**config.mk**
```make
export PLATFORM = sky130hd
export DESIGN_NAME = tce_operand_flat
export DESIGN_NICKNAME = d
export VERILOG_FILES = /design/src/design/tce_pkg.sv /design/src/design/tce_cmd_if.sv /design/src/design/tce_operand.sv /design/src/flat_wrapper.sv
export SDC_FILE = /design/constraint.sdc
export NUM_CORES = 1
export LEC_CHECK = 0
export BUFFER_PORTS_ARGS = -buffer_cell sky130_fd_sc_hd__clkbuf_2
export CAP_MARGIN = 20
export CORE_AREA = 3 3 135 137
export DETAILED_ROUTE_END_ITERATION = 8
export DIE_AREA = 0 0 138 140
export HOLD_SLACK_MARGIN = 0.03
export PLACE_DENSITY = 0.79
export SETUP_SLACK_MARGIN = 0.3
export SLEW_MARGIN = 20
export SYNTH_ARGS = -nofsm -noshare
export SYNTH_HDL_FRONTEND = slang
export SYNTH_SLANG_ARGS = --single-unit
```
**constraint.sdc**
```tcl
create_clock -name i_clk -period 16.7 [get_ports i_clk]
set_input_delay 2.505 -clock i_clk [delete_from_list [all_inputs] [get_ports i_clk]]
set_output_delay 2.505 -clock i_clk [all_outputs]
set_load 0.005 [all_outputs]
```
**src/design/tce_pkg.sv**
```systemverilog
`timescale 1ns / 1ps

package tce_pkg;

    // Storage sizes
    localparam int DATA_DEPTH  = 256;
    localparam int STACK_DEPTH = 128;
    localparam int DATA_AW     = (DATA_DEPTH > 1) ? $clog2(DATA_DEPTH) : 1;
    localparam int STACK_AW    = (STACK_DEPTH > 1) ? $clog2(STACK_DEPTH) : 1;
    localparam int SP_W        = $clog2(STACK_DEPTH) + 1;

    // Field widths
    localparam int WORD_W   = 32;
    localparam int CMD_W    = 4;
    localparam int MODE_W   = 3;
    localparam int DOP_W    = 31;
    localparam int STATUS_W = 3;
    localparam int CODE_W   = 11;
    localparam int DLEN_W   = 9;
    localparam int CFG_W    = 11;
    localparam int CFG_IDX_W = 1;

    // Commands
    localparam logic [CMD_W-1:0] CMD_MOV  = 4'd0;
    localparam logic [CMD_W-1:0] CMD_ADD  = 4'd1;
    localparam logic [CMD_W-1:0] CMD_CMP  = 4'd2;
    localparam logic [CMD_W-1:0] CMD_JMP  = 4'd3;
    localparam logic [CMD_W-1:0] CMD_JZ   = 4'd4;
    localparam logic [CMD_W-1:0] CMD_JNZ  = 4'd5;
    localparam logic [CMD_W-1:0] CMD_HALT = 4'd6;
    localparam logic [CMD_W-1:0] CMD_PUSH = 4'd7;
    localparam logic [CMD_W-1:0] CMD_POP  = 4'd8;
    localparam logic [CMD_W-1:0] CMD_LOAD = 4'd9;

    // Operand modes
    localparam logic [MODE_W-1:0] MODE_NONE = 3'd0;
    localparam logic [MODE_W-1:0] MODE_IMM  = 3'd1;
    localparam logic [MODE_W-1:0] MODE_REG  = 3'd2;
    localparam logic [MODE_W-1:0] MODE_DIR  = 3'd3;
    localparam logic [MODE_W-1:0] MODE_IND  = 3'd4;

    // Status codes
    localparam logic [STATUS_W-1:0] ST_OK        = 3'd0;
    localparam logic [STATUS_W-1:0] ST_OPERAND   = 3'd1;
    localparam logic [STATUS_W-1:0] ST_ADDRESS   = 3'd2;
    localparam logic [STATUS_W-1:0] ST_OVERFLOW  = 3'd3;
    localparam logic [STATUS_W-1:0] ST_UNDERFLOW = 3'd4;
    localparam logic [STATUS_W-1:0] ST_UNKNOWN   = 3'd5;

    // Configuration register indexes
    localparam logic [CFG_IDX_W-1:0] CFG_CODE_LENGTH = 1'b0;
    localparam logic [CFG_IDX_W-1:0] CFG_DATA_LENGTH = 1'b1;

    localparam logic [WORD_W-1:0] REG_IDX_MAX = 32'd3;

    typedef logic [WORD_W-1:0]         t_word;
    typedef logic [3:0][WORD_W-1:0]    t_regs;
    typedef logic [DATA_AW-1:0]        t_daddr;
    typedef logic [STACK_AW-1:0]       t_saddr;
    typedef logic signed [SP_W-1:0]    t_sp;

    localparam t_sp SP_TOP = t_sp'(STACK_DEPTH - 1);

    typedef enum logic [1:0] {
        K_NONE,
        K_IMM,
        K_REG,
        K_MEM
    } t_kind;

    // Resolved operand
    typedef struct packed {
        logic [STATUS_W-1:0] status;
        t_kind               kind;
        logic [1:0]          idx;
        t_daddr              addr;
        t_word               imm;
    } t_opnd;

    // Captured input transaction
    typedef struct packed {
        logic [CMD_W-1:0]  cmd;
        logic [MODE_W-1:0] dmode;
        logic [DOP_W-1:0]  dop;
        logic [MODE_W-1:0] smode;
        t_word             sop;
    } t_item;

    // Execute stage payload
    typedef struct packed {
        logic [CMD_W-1:0]    cmd;
        logic [STATUS_W-1:0] status;
        t_opnd               d;
        t_opnd               s;
    } t_s2;

    // Memory read request, issued on the stage advance
    typedef struct packed {
        logic   en;
        t_daddr d_addr;
        t_daddr s_addr;
        t_saddr stk_addr;
    } t_rd_req;

    typedef struct packed {
        logic   en;
        t_daddr addr;
        t_word  data;
    } t_dmem_wr;

    typedef struct packed {
        logic   en;
        t_saddr addr;
        t_word  data;
    } t_stk_wr;

    function automatic logic addr_ok(input t_word a, input logic [DLEN_W-1:0] dlen);
        return (a < WORD_W'(dlen)) && (a < WORD_W'(DATA_DEPTH));
    endfunction

endpackage

```
**src/design/tce_cmd_if.sv**
```systemverilog
`timescale 1ns / 1ps

interface tce_cmd_if;
    logic              valid;
    logic              ready;
    logic [3:0]        command;
    logic [2:0]        dest_mode;
    logic [30:0]       dest_operand;
    logic [2:0]        src_mode;
    logic signed [31:0] src_operand;

    modport source (
        output valid, command, dest_mode, dest_operand, src_mode, src_operand,
        input  ready
    );
    modport sink (
        input  valid, command, dest_mode, dest_operand, src_mode, src_operand,
        output ready
    );
endinterface

```
**src/design/tce_operand.sv**
```systemverilog
`timescale 1ns / 1ps

module tce_operand (
    input  logic                      i_clk,
    input  logic                      i_rst_n,
    tce_cmd_if.sink                   i_cmd_if,
    input  tce_pkg::t_regs            i_regs,
    input  tce_pkg::t_sp              i_sp,
    input  logic [tce_pkg::DLEN_W-1:0] i_data_length,
    input  logic                      i_s2_done,
    output logic                      o_s2_valid,
    output tce_pkg::t_s2              o_s2,
    output tce_pkg::t_rd_req          o_rd_req
);
    import tce_pkg::*;

    logic  r_s1_valid;
    t_item r_s1;
    logic  r_s2_valid;
    t_s2   r_s2;

    logic  accept;
    logic  advance;
    t_opnd d_res;
    t_opnd s_res;
    t_s2   n_s2;
    t_sp   sp_inc;

    // Operand resolution: register check, address fetch and bounds check
    function automatic t_opnd resolve(
        input logic [MODE_W-1:0]  mode,
        input t_word              opnd,
        input t_regs              regs,
        input logic [DLEN_W-1:0]  dlen
    );
        t_opnd o;
        t_word a;
        logic  use_a;
        o.status = ST_OK;
        o.kind   = K_NONE;
        o.idx    = opnd[1:0];
        o.addr   = '0;
        o.imm    = opnd;
        a        = opnd;
        use_a    = 1'b0;
        unique case (mode)
            MODE_NONE: begin
            end
            MODE_IMM: begin
                o.kind = K_IMM;
            end
            MODE_REG: begin
                if (opnd > REG_IDX_MAX) o.status = ST_OPERAND;
                else                    o.kind   = K_REG;
            end
            MODE_DIR: begin
                use_a = 1'b1;
            end
            MODE_IND: begin
                if (opnd > REG_IDX_MAX) begin
                    o.status = ST_OPERAND;
                end else begin
                    a     = regs[opnd[1:0]];
                    use_a = 1'b1;
                end
            end
            default: begin
                o.status = ST_OPERAND;
            end
        endcase
        if (use_a) begin
            if (addr_ok(a, dlen)) begin
                o.kind = K_MEM;
                o.addr = a[DATA_AW-1:0];
            end else begin
                o.status = ST_ADDRESS;
            end
        end
        return o;
    endfunction

    // Handshake: one transaction held in the operand stage
    assign i_cmd_if.ready = !r_s1_valid;
    assign accept  = i_cmd_if.valid && !r_s1_valid;
    assign advance = r_s1_valid && !r_s2_valid;

    // Resolve both operands against the current architectural state
    always_comb begin
        d_res = resolve(r_s1.dmode, {1'b0, r_s1.dop}, i_regs, i_data_length);
        s_res = resolve(r_s1.smode, r_s1.sop, i_regs, i_data_length);
        n_s2.cmd = r_s1.cmd;
        n_s2.d   = d_res;
        n_s2.s   = s_res;
        if (r_s1.cmd == CMD_LOAD) begin
            // data load: dest is the address, modes are ignored
            n_s2.d.kind = K_MEM;
            n_s2.d.addr = r_s1.dop[DATA_AW-1:0];
            n_s2.status = addr_ok({1'b0, r_s1.dop}, i_data_length) ? ST_OK : ST_ADDRESS;
        end else if (r_s1.cmd > CMD_LOAD) begin
            n_s2.status = ST_UNKNOWN;
        end else if (d_res.status != ST_OK) begin
            n_s2.status = d_res.status;
        end else begin
            n_s2.status = s_res.status;
        end
    end

    // Memory reads launch on the advance edge
    assign sp_inc = i_sp + t_sp'(1);
    always_comb begin
        o_rd_req.en       = advance;
        o_rd_req.d_addr   = n_s2.d.addr;
        o_rd_req.s_addr   = n_s2.s.addr;
        o_rd_req.stk_addr = sp_inc[STACK_AW-1:0];
    end

    // Stage valid bits
    always_ff @(posedge i_clk) begin
        if (!i_rst_n) begin
            r_s1_valid <= 1'b0;
            r_s2_valid <= 1'b0;
        end else begin
            if (accept)       r_s1_valid <= 1'b1;
            else if (advance) r_s1_valid <= 1'b0;
            if (advance)        r_s2_valid <= 1'b1;
            else if (i_s2_done) r_s2_valid <= 1'b0;
        end
    end

    // Stage payloads
    always_ff @(posedge i_clk) begin
        if (accept) begin
            r_s1.cmd   <= i_cmd_if.command;
            r_s1.dmode <= i_cmd_if.dest_mode;
            r_s1.dop   <= i_cmd_if.dest_operand;
            r_s1.smode <= i_cmd_if.src_mode;
            r_s1.sop   <= i_cmd_if.src_operand;
        end
        if (advance) begin
            r_s2 <= n_s2;
        end
    end

    assign o_s2_valid = r_s2_valid;
    assign o_s2       = r_s2;

    // An advance empties the operand stage and fills the execute stage
    a_advance_moves: assert property (@(posedge i_clk) disable iff (!i_rst_n)
        advance |=> (r_s2_valid && !r_s1_valid))
        else $error("operand stage advance did not move the transaction");

    // No completion while the execute stage is empty
    a_done_needs_s2: assert property (@(posedge i_clk) disable iff (!i_rst_n)
        i_s2_done |-> r_s2_valid)
        else $error("execute completion without a transaction");

endmodule

```
**src/flat_wrapper.sv**
```systemverilog
// flat-port wrapper written by rule: the top's interface ports become plain ports
module tce_operand_flat import tce_pkg::*;
  (i_clk, i_rst_n, i_regs, i_sp, i_data_length, i_s2_done, o_s2_valid, o_s2, o_rd_req, i_cmd_if_valid, i_cmd_if_command, i_cmd_if_dest_mode, i_cmd_if_dest_operand, i_cmd_if_src_mode, i_cmd_if_src_operand, i_cmd_if_ready);
  tce_cmd_if i_cmd_if_i ();
  input  logic i_clk;
  input  logic i_rst_n;
  input  tce_pkg::t_regs i_regs;
  input  tce_pkg::t_sp i_sp;
  input  logic [tce_pkg::DLEN_W-1:0] i_data_length;
  input  logic i_s2_done;
  output logic o_s2_valid;
  output tce_pkg::t_s2 o_s2;
  output tce_pkg::t_rd_req o_rd_req;
  input wire logic [$bits(i_cmd_if_i.valid)-1:0] i_cmd_if_valid;
  input wire logic [$bits(i_cmd_if_i.command)-1:0] i_cmd_if_command;
  input wire logic [$bits(i_cmd_if_i.dest_mode)-1:0] i_cmd_if_dest_mode;
  input wire logic [$bits(i_cmd_if_i.dest_operand)-1:0] i_cmd_if_dest_operand;
  input wire logic [$bits(i_cmd_if_i.src_mode)-1:0] i_cmd_if_src_mode;
  input wire logic [$bits(i_cmd_if_i.src_operand)-1:0] i_cmd_if_src_operand;
  output wire logic [$bits(i_cmd_if_i.ready)-1:0] i_cmd_if_ready;
  assign i_cmd_if_i.valid = i_cmd_if_valid;
  assign i_cmd_if_i.command = i_cmd_if_command;
  assign i_cmd_if_i.dest_mode = i_cmd_if_dest_mode;
  assign i_cmd_if_i.dest_operand = i_cmd_if_dest_operand;
  assign i_cmd_if_i.src_mode = i_cmd_if_src_mode;
  assign i_cmd_if_i.src_operand = i_cmd_if_src_operand;
  assign i_cmd_if_ready = i_cmd_if_i.ready;
  tce_operand u_core (.i_clk(i_clk), .i_rst_n(i_rst_n), .i_cmd_if(i_cmd_if_i), .i_regs(i_regs), .i_sp(i_sp), .i_data_length(i_data_length), .i_s2_done(i_s2_done), .o_s2_valid(o_s2_valid), .o_s2(o_s2), .o_rd_req(o_rd_req));
endmodule
```
==> impl_summary.txt, run 1 <==
----------------------------------------------------
[Synth]
  Number of warnings reported in the yosys synthesis log ... 0
  Post-synth design cell area ... 0.00772 mm2
  Proportion of netlist area held by the largest area contributor ... 0.649
  Number of instances in the synthesized netlist ... 521
  Register bit total from synthesis ... about 170
  Share of async-settable or async-resettable flops after synthesis ... 0
  Ranking of synthesized cells by instance count ... 167 x sky130_fd_sc_hd__edfxtp_1, 25 x sky130_fd_sc_hd__ha_1, 24 x sky130_fd_sc_hd__buf_4
  Dominant cell type by area after synthesis ... sky130_fd_sc_hd__edfxtp_1
  Post-synthesis area per instance ... 14.8 um2
  Synth area leaders ... sky130_fd_sc_hd__edfxtp_1 65%, sky130_fd_sc_hd__mux4_2 5.2%, sky130_fd_sc_hd__ha_1 4.0%
  Share of synthesized area occupied by flip-flops and latches ... 0.654
  Count of flip-flops with a built-in enable after synthesis ... 167
  Synth Flop Type ... sky130_fd_sc_hd__edfxtp_1
  Number of distinct library cell variants in the gate-level netlist after synthesis ... between 60 and 70
  Top-count cell post-synth ... sky130_fd_sc_hd__edfxtp_1

[GRT]
  Largest net degree at the start of global routing ... 50
  Overflow left after global routing ... 0
  Aggregate global-route resource usage ... 0.246
  Initial antenna violation count ... 2
  Via count of the first global-routing pass ... approximately 6100
  First-pass GRT wire length ... between 30000 and 40000 um

[Min path]
  Worst hold path stage count ... 0
  Startpoint of the worst hold path ... u_core.d_res[20]
  Min-Delay Endpoint ... u_core.o_s2[67]
  Worst hold path class ... reg -> reg

[Run]
  Max Cap Violations ... 0

[CTS]
  Post-CTS setup buffer count ... 0
  Post-CTS Resized ... 0
  Total clock sinks ... ~170
  Clock Tree Root ... sky130_fd_sc_hd__clkbuf_16
  Max clock buf depth ... 2
  Clock latency reported for the late side of the worst-skew pair ... between 0.4 and 0.5 ns
  TritonCTS clock tree ... done
  Inserted Clock Buffers ... 17
  Post-CTS Hold Fix Bufs ... 0
  Clock-pin slew of the registers on the worst-case setup and hold paths ... 0.07 ns
  H-tree levels ... 4

[Detailed routing]
  Number of DRC violations after detailed routing ... 0
  Top Layer Used ... met5
  Detailed-routing iteration count for the pre-antenna-repair pass ... 4
  Starting DRC count in detailed routing ... 403
  Routed vias/inst ... 5.32
  Detailed-route via count ... ~5800
  Post-route antenna net violation count ... 0
  Routed Wire Length ... 23600 um
  WL per Instance ... roughly 22 um
  Total routed wire length on the met1 layer ... ~8600 um
  Wire length on met2 ... between 10000 and 15000 um
  Detailed route wirelength on metal3 ... 1600 um

[Floorplan]
  Initial Util ... 0.450
  Die outline width ... 138 um
  Die Height ... around 140 um
  Number of rows in the core area ... 48
  Die Footprint ... about 0.019 mm2
  Core outline area ... approximately 0.017 mm2
  Count of boundary I/O pins ... roughly 350

[Layout]
  Area grow syn2layout ... 31.7%
  Post-layout instance count excluding filler cells ... about 1100
  Layout cells sized above 1 ... 0.481
  Count of fill cells added during filler insertion ... 1375
  Finished Core Util ... 0.592
  Net total in the final layout ... between 1000 and 1500

[Worst setup path]
  Worst R2R Setup Slack ... ~12 ns
  Worst Reg-to-Reg Cells ... 13
  Maximum single-stage delay on the critical path ... roughly 0.65 ns
  Critical path class ... in -> out
  Critical Path Start Type ... primary input
  Start of the worst register-to-register path ... u_core.d_res[13]
  Destination of the worst register-to-register timing path ... u_core.o_s2[86]
  Required arrival time at the worst endpoint ... roughly 14 ns
  Largest fanout on the critical path ... 9
  Type of element capturing the critical path ... output pin
  CP dominant cell by count ... sky130_fd_sc_hd__clkbuf_2
  Slowest cell on the critical path ... sky130_fd_sc_hd__a2111oi_0
  Endpoint arrival time on the critical path ... 5.74 ns
  Cells along the critical path ... clkbuf_2 > mux4_2 > a21o_1 > ha_1 > a21oi_1 > o21bai_1 > a2111oi_0 > nand2_1 > a2bb2oi_1 > a211o_4 > nor2b_1 > clkbuf_2

[Power]
  Pleak ... about 4.3 nW
  Power density cells ... between 90 and 100 mW/mm2
  Sum of internal, switching and leakage power ... ~0.99 mW
  Worst voltage drop across the vdd grid ... roughly 0.000067 V

[Timing]
  Maximum clock skew at final layout ... 0.0103 ns
  Number of slew-limit violations in the final report ... 0
  Achievable clock frequency ... 121 MHz
  Tcrit/Tclk final ... 0.494
  Final Hold Vio Count ... 0
  Clock period minus worst slack ... between 8 and 9 ns
  Post-Route Setup TNS ... 0 ns
  Total of endpoints with negative setup slack in the final report ... 0
  RSZ-0062 raised after global routing ... false
  Worst slew margin relative to its limit ... 0.506
  Transition time at the pin with the least slew margin ... 0.722 ns

[Placed design]
  Number of port buffers ... about 340
  Detailed placement HPWL ... about 19000 um
  GP Congestion ... about 0.91
  Total instance count after detailed placement ... 1064

[Outcome]
  Outcome ... finished, final reports clean

----------------------------------------------------
[how the worst max path moves through the flow]
stage	endpoint	cells after the start	slack (ns)	from
after CTS	o_rd_req[7]	12	8.50	i_regs[101]
after global routing	o_rd_req[7]	12	8.23	i_regs[101]
after detailed placement	o_rd_req[7]	12	8.51	i_regs[101]
final	o_rd_req[8]	12	8.45	i_regs[101]
after global placement	o_rd_req[7]	12	8.56	i_regs[101]
after floorplan	o_rd_req[7]	11	9.12	i_regs[101]
[routing by layer]
layer | vias up | global-route usage
li1 | 2747 | -
met1 | 2745 | 0.282
met2 | 307 | 0.451
met3 | 43 | 0.0615
met4 | 2 | 0.0806
met5 | - | 0
[area by class of cell]
class,instances,area (um2),share of cell area
tap,225,282,0.0277
clock inverter,15,155,0.0153
multi-input combinational,301,2390,0.235
clock buffer,17,425,0.0418
sequential,169,5050,0.497
timing repair buffer,352,1790,0.176
inverter,18,67.6,0.00664
antenna,1,2.50,0.000246
[metrics by stage]
| step | hold slack [ns] | area (um2) | worst slack [ns] |
|---|---|---|---|
| 2_1_floorplan | 0.421 | 7730 | 9.12 |
| 3_3_place_gp | 0.430 | 9570 | 8.56 |
| 3_5_place_dp | 0.436 | 9570 | 8.51 |
| 4_1_cts | 0.454 | 10100 | 8.50 |
| 5_1_grt | 0.461 | 10200 | 8.23 |
| 6_report | 0.454 | 10200 | 8.45 |
[placed cells by master, fill, tap and decap left out, types with 4 or more instances in the layout]
cell	instances
sky130_fd_sc_hd__nor2b_1	10
sky130_fd_sc_hd__inv_1	18
sky130_fd_sc_hd__nand2b_1	4
sky130_fd_sc_hd__a211oi_1	5
sky130_fd_sc_hd__nor3_1	14
sky130_fd_sc_hd__nand3_1	20
sky130_fd_sc_hd__inv_6	5
sky130_fd_sc_hd__a21oi_1	14
sky130_fd_sc_hd__buf_4	7
sky130_fd_sc_hd__nor4_1	23
sky130_fd_sc_hd__clkbuf_16	17
sky130_fd_sc_hd__mux4_2	18
sky130_fd_sc_hd__a21o_1	18
sky130_fd_sc_hd__ha_1	25
sky130_fd_sc_hd__nand4_1	8
sky130_fd_sc_hd__o21ai_0	21
sky130_fd_sc_hd__edfxtp_1	167
sky130_fd_sc_hd__mux2i_1	4
sky130_fd_sc_hd__clkbuf_2	344
sky130_fd_sc_hd__o31ai_1	7
sky130_fd_sc_hd__and3_1	4
sky130_fd_sc_hd__nor4_2	8
sky130_fd_sc_hd__nand2_1	22
sky130_fd_sc_hd__nor2_1	20
[critical path: cells and delay by family]
| kind | cells | cell delay (ns) |
|---|---|---|
| AO/OA/AOI/OAI | 6 | 1.72 |
| adder cells (fa/ha/maj) | 1 | 0.29 |
| buffers and inverters | 2 | 0.27 |
| multiplexers | 1 | 0.48 |
| AND/OR/NAND/NOR | 2 | 0.47 |
[sequential cells by signal (all words and copies together), names as in the netlist]
| name | flops |
|---|---|
| u_core.d_res | 31 |
| u_core.n_s2 | 36 |
| u_core.o_s2 | 94 |
| u_core.o_s2_valid | 1 |
| u_core.r_s1 | 6 |
| u_core.r_s1_valid | 1 |
[where the power goes]
part,total (mW),switching (mW),internal (mW)
logic,0.103,0.0544,0.0485
registers,0.507,0.0129,0.494
clock network,0.381,0.182,0.199
[kinds of logic after synthesis]
kind of cell               after synthesis  share of synthesized area
adders and majority gates               25                     0.0405
and+or+nand+nor                        150                      0.113
DFF                                    169                      0.654
other                                    1                   0.000486
buffers and inverters                   53                     0.0390
AOI/OAI and AO/OA                       93                     0.0846
muxes                                   25                     0.0620
xor gates and xnor gates                 5                    0.00567
No activity file was read; power rests on OpenSTA's default activity.
==> inputs of run 2 (changes only) <==
--- a/config.mk
+++ b/config.mk
@@ -5,13 +5,14 @@
 export SDC_FILE = /design/constraint.sdc
 export NUM_CORES = 1
 export LEC_CHECK = 0
+export ABC_AREA = 1
 export BUFFER_PORTS_ARGS = -buffer_cell sky130_fd_sc_hd__clkbuf_2
 export CAP_MARGIN = 20
-export CORE_AREA = 3 3 135 137
+export CORE_MARGIN = 3
+export CORE_UTILIZATION = 44
 export DETAILED_ROUTE_END_ITERATION = 8
-export DIE_AREA = 0 0 138 140
 export HOLD_SLACK_MARGIN = 0.03
-export PLACE_DENSITY = 0.79
+export PLACE_DENSITY = 0.8
 export SETUP_SLACK_MARGIN = 0.3
 export SLEW_MARGIN = 20
 export SYNTH_ARGS = -nofsm -noshare
==> constraint.sdc (replaced) <==
create_clock -name i_clk -period 6.7 [get_ports i_clk]
set_input_delay 1.005 -clock i_clk [delete_from_list [all_inputs] [get_ports i_clk]]
set_output_delay 1.005 -clock i_clk [all_outputs]
set_load 0.005 [all_outputs]
==> impl_summary.txt, run 2 <==
----------------------------------------------------
[Synth]
  Share of synthesized area occupied by flip-flops and latches ... 0.616 (was 0.654)
  Dominant cell type by area after synthesis ... sky130_fd_sc_hd__edfxtp_1 (unchanged)
  Post-synthesis area per instance ... 10.8 um2 (was 14.8 um2)
  Number of instances in the synthesized netlist ... 759 (was 521)
  Post-synth design cell area ... 0.00820 mm2 (was 0.00772 mm2)
  Synth area leaders ... sky130_fd_sc_hd__edfxtp_1 61%, sky130_fd_sc_hd__nand2_1 5.4%, sky130_fd_sc_hd__nor2_1 4.9% (was sky130_fd_sc_hd__edfxtp_1 65%, sky130_fd_sc_hd__mux4_2 5.2%, sky130_fd_sc_hd__ha_1 4.0%)
  Share of async-settable or async-resettable flops after synthesis ... 0 (unchanged)
  Top-count cell post-synth ... sky130_fd_sc_hd__edfxtp_1 (unchanged)
  Synth Flop Type ... sky130_fd_sc_hd__edfxtp_1 (unchanged)
  Number of warnings reported in the yosys synthesis log ... 0 (unchanged)
  Count of flip-flops with a built-in enable after synthesis ... 167 (unchanged)
  Register bit total from synthesis ... 169 (unchanged)
  Proportion of netlist area held by the largest area contributor ... 0.612 (was 0.649)
  Number of distinct library cell variants in the gate-level netlist after synthesis ... 53 (was 63)
  Ranking of synthesized cells by instance count ... 167 x sky130_fd_sc_hd__edfxtp_1, 118 x sky130_fd_sc_hd__nand2_1, 107 x sky130_fd_sc_hd__nor2_1 (was 167 x sky130_fd_sc_hd__edfxtp_1, 25 x sky130_fd_sc_hd__ha_1, 24 x sky130_fd_sc_hd__buf_4)

[Timing]
  Maximum clock skew at final layout ... 0.0163 ns (was 0.0103 ns)
  Worst slew margin relative to its limit ... 0.350 (was 0.506)
  Achievable clock frequency ... 198 MHz
  Transition time at the pin with the least slew margin ... 0.975 ns (was 0.722 ns)
  Post-Route Setup TNS ... 0 ns (unchanged)
  RSZ-0062 raised after global routing ... false (unchanged)
  Number of slew-limit violations in the final report ... 0 (unchanged)
  Tcrit/Tclk final ... 0.753
  Clock period minus worst slack ... about 5 ns
  Final Hold Vio Count ... 0 (unchanged)
  Hold Slack ... 0.434 ns (was 0.454 ns)
  Total of endpoints with negative setup slack in the final report ... 0 (unchanged)

[CTS]
  Inserted Clock Buffers ... 17 (unchanged)
  Post-CTS Resized ... 0 (unchanged)
  H-tree levels ... 4 (unchanged)
  Post-CTS setup buffer count ... 0 (unchanged)
  Total clock sinks ... 169 (unchanged)
  Post-CTS Hold Fix Bufs ... 0 (unchanged)
  Clock latency reported for the late side of the worst-skew pair ... 0.43 ns (about the same)
  Max clock buf depth ... 2 (unchanged)
  Clock-pin slew of the registers on the worst-case setup and hold paths ... 0.07 ns (about the same)
  Clock Tree Root ... sky130_fd_sc_hd__clkbuf_16 (unchanged)
  TritonCTS clock tree ... done (unchanged)

[GRT]
  First-pass GRT wire length ... 35800 um (was 35600 um)
  Aggregate global-route resource usage ... 0.234 (was 0.246)
  Largest net degree at the start of global routing ... 76 (was 50)
  Overflow left after global routing ... 0 (unchanged)
  Via count of the first global-routing pass ... 6565 (was 6123)
  Initial antenna violation count ... 1 (was 2)

[Floorplan]
  Die outline width ... 143 um (was 138 um)
  Number of rows in the core area ... 49 (was 48)
  Die Height ... 143 um (was 140 um)
  Initial Util ... 0.452 (was 0.450)
  Core outline area ... 0.0181 mm2 (was 0.0172 mm2)
  Die Footprint ... 0.0203 mm2 (was 0.0193 mm2)
  Count of boundary I/O pins ... 349 (unchanged)

[Run]
  Max Cap Violations ... 0 (unchanged)

[Layout]
  Area grow syn2layout ... 29.4% (was 31.7%)
  Net total in the final layout ... 1338 (was 1106)
  Count of inserted antenna diode cells ... 0 (was 1)
  Most used cells in the layout excluding fill and tap cells ... 344 x sky130_fd_sc_hd__clkbuf_2, 167 x sky130_fd_sc_hd__edfxtp_1, 118 x sky130_fd_sc_hd__nand2_1, 105 x sky130_fd_sc_hd__nor2_1, 98 x sky130_fd_sc_hd__inv_1 (was 344 x sky130_fd_sc_hd__clkbuf_2, 167 x sky130_fd_sc_hd__edfxtp_1, 25 x sky130_fd_sc_hd__ha_1, 23 x sky130_fd_sc_hd__nor4_1, 22 x sky130_fd_sc_hd__nand2_1)
  Layout cells sized above 1 ... 0.386 (was 0.481)
  Most common library cell in the layout ignoring fill and taps ... sky130_fd_sc_hd__clkbuf_2 (unchanged)
  Number of flip-flops in the largest register ... 94 (unchanged)

[Outcome]
  Outcome ... finished, final reports clean (unchanged)

[Detailed routing]
  Starting DRC count in detailed routing ... 448 (was 403)
  WL per Instance ... 18.3 um (was 21.5 um)
  Routed Wire Length ... 24400 um (was 23600 um)
  Detailed-routing iteration count for the pre-antenna-repair pass ... 5 (was 4)
  Post-route antenna net violation count ... 0 (unchanged)
  Number of DRC violations after detailed routing ... 0 (unchanged)
  Detailed-route via count ... 6764 (was 5844)
  Routed vias/inst ... 5.07 (was 5.32)

[Placed design]
  Detailed placement HPWL ... 19000 um (was 19100 um)
  GP Congestion ... 0.866 (was 0.907)
  Number of port buffers ... 344 (unchanged)

[Min path]
  Worst hold path class ... reg -> reg (unchanged)

[Power]
  Pleak ... 4.87 nW (was 4.28 nW)
  Power density cells ... 244 mW/mm2 (was 97.4 mW/mm2)
  Sum of internal, switching and leakage power ... 2.59 mW (was 0.991 mW)
  Worst voltage drop across the vdd grid ... 0.000173 V (was 0.0000665 V)

[Worst setup path]
  Largest fanout on the critical path ... 18 (was 9)
  Required arrival time at the worst endpoint ... 5.69 ns (was 14.20 ns)
  Critical Path Start Type ... flop (was primary input)
  Type of element capturing the critical path ... output pin (unchanged)
  Endpoint arrival time on the critical path ... 4.04 ns (was 5.74 ns)
  Critical path class ... reg -> out (was in -> out)

----------------------------------------------------
run 2: cell count changes in the layout (fill, tap and decap cells not counted), moves of 8 or more:
cell,delta
sky130_fd_sc_hd__inv_1,+80
sky130_fd_sc_hd__nor3_1,-9
sky130_fd_sc_hd__nand2_1,+96
sky130_fd_sc_hd__nor2b_1,-10
sky130_fd_sc_hd__mux4_2,-18
sky130_fd_sc_hd__nor4_2,-8
sky130_fd_sc_hd__nor2_1,+85
sky130_fd_sc_hd__a21oi_1,+23
sky130_fd_sc_hd__o21ai_0,+9
sky130_fd_sc_hd__nor4_1,-15
sky130_fd_sc_hd__a21o_1,-18
run 2: final timing paths:
| kind | startpoint | end | slack, ns | depth (start not counted) |
|---|---|---|---|---|
| min | u_core.d_res[25] | u_core.o_s2[72] | 0.43 | 0 |
| min reg2reg | u_core.d_res[25] | u_core.o_s2[72] | 0.43 | 0 |
| max | u_core.d_res[1] | o_rd_req[16] | 1.65 | 19 |
| max reg2reg | u_core.d_res[1] | u_core.o_s2[80] | 3.05 | 18 |
run 2: per-layer routing:
layer / up-vias / routed length [um] / share of wire / track usage
met1: 3141 / 9820 / 0.40 / 0.301
met2: 329 / 12100 / 0.50 / 0.396
met3: 24 / 2120 / 0.087 / 0.0662
met4: 2 / 330 / 0.014 / 0.0495
li1: 3268 / - / - / -
met5: - / 20 / 0.00082 / 0
run 2: worst max-delay path: stages, from the launching register on:
cell	delay [ns]
sky130_fd_sc_hd__edfxtp_1	0.34
sky130_fd_sc_hd__buf_4	0.28
sky130_fd_sc_hd__nand2_4	0.17
sky130_fd_sc_hd__inv_2	0.20
sky130_fd_sc_hd__nand2_1	0.07
sky130_fd_sc_hd__nor2_1	0.09
sky130_fd_sc_hd__nand2_1	0.06
sky130_fd_sc_hd__nand2_1	0.12
sky130_fd_sc_hd__nand3_1	0.44
sky130_fd_sc_hd__a211oi_1	0.43
sky130_fd_sc_hd__or2_2	0.19
sky130_fd_sc_hd__ha_1	0.23
sky130_fd_sc_hd__a21oi_1	0.15
sky130_fd_sc_hd__nand2_1	0.08
sky130_fd_sc_hd__nand2_1	0.05
sky130_fd_sc_hd__nand2_1	0.05
sky130_fd_sc_hd__nand2_2	0.10
sky130_fd_sc_hd__nand4_4	0.19
sky130_fd_sc_hd__o22ai_2	0.22
sky130_fd_sc_hd__clkbuf_2	0.15
run 2: cell type report:
cell class	instances	area [um2]
clock inverters	13	163
fillers	1542	7540
multi-input cells	452	2520
well taps	229	287
repair buffers	350	1770
flip-flops and latches	169	5050
inverters	101	382
clock buffers	19	433
run 2: through the flow:
step	std cells	setup WS, ns	utilization	cell area [um2]
global route	1333	1.33	0.585	10600
finish	1333	1.65	0.585	10600
floorplan	761	0.788	-	8210
CTS	1333	1.67	0.585	10600
detailed placement	1301	2.15	0.552	10000
global placement	1301	2.17	0.552	10000
run 2: logic make-up after synthesis:
family                     after synthesis  share of synthesized area
other                                    1                   0.000457
adders and majority gates               25                     0.0381
buffers and inverters                  140                     0.0787
AOI/OAI and AO/OA                      119                     0.0944
DFF                                    169                      0.616
xor gates and xnor gates                 5                    0.00534
and+or+nand+nor                        300                      0.166
run 2: where the power goes:
| group | switching [mW] | internal, mW | leakage (nW) |
|---|---|---|---|
| combinational | 0.179 | 0.123 | 2.98 |
| sequential | 0.0328 | 1.25 | 1.60 |
| clock | 0.448 | 0.564 | 0.291 |
| total | 0.660 | 1.93 | 4.87 |
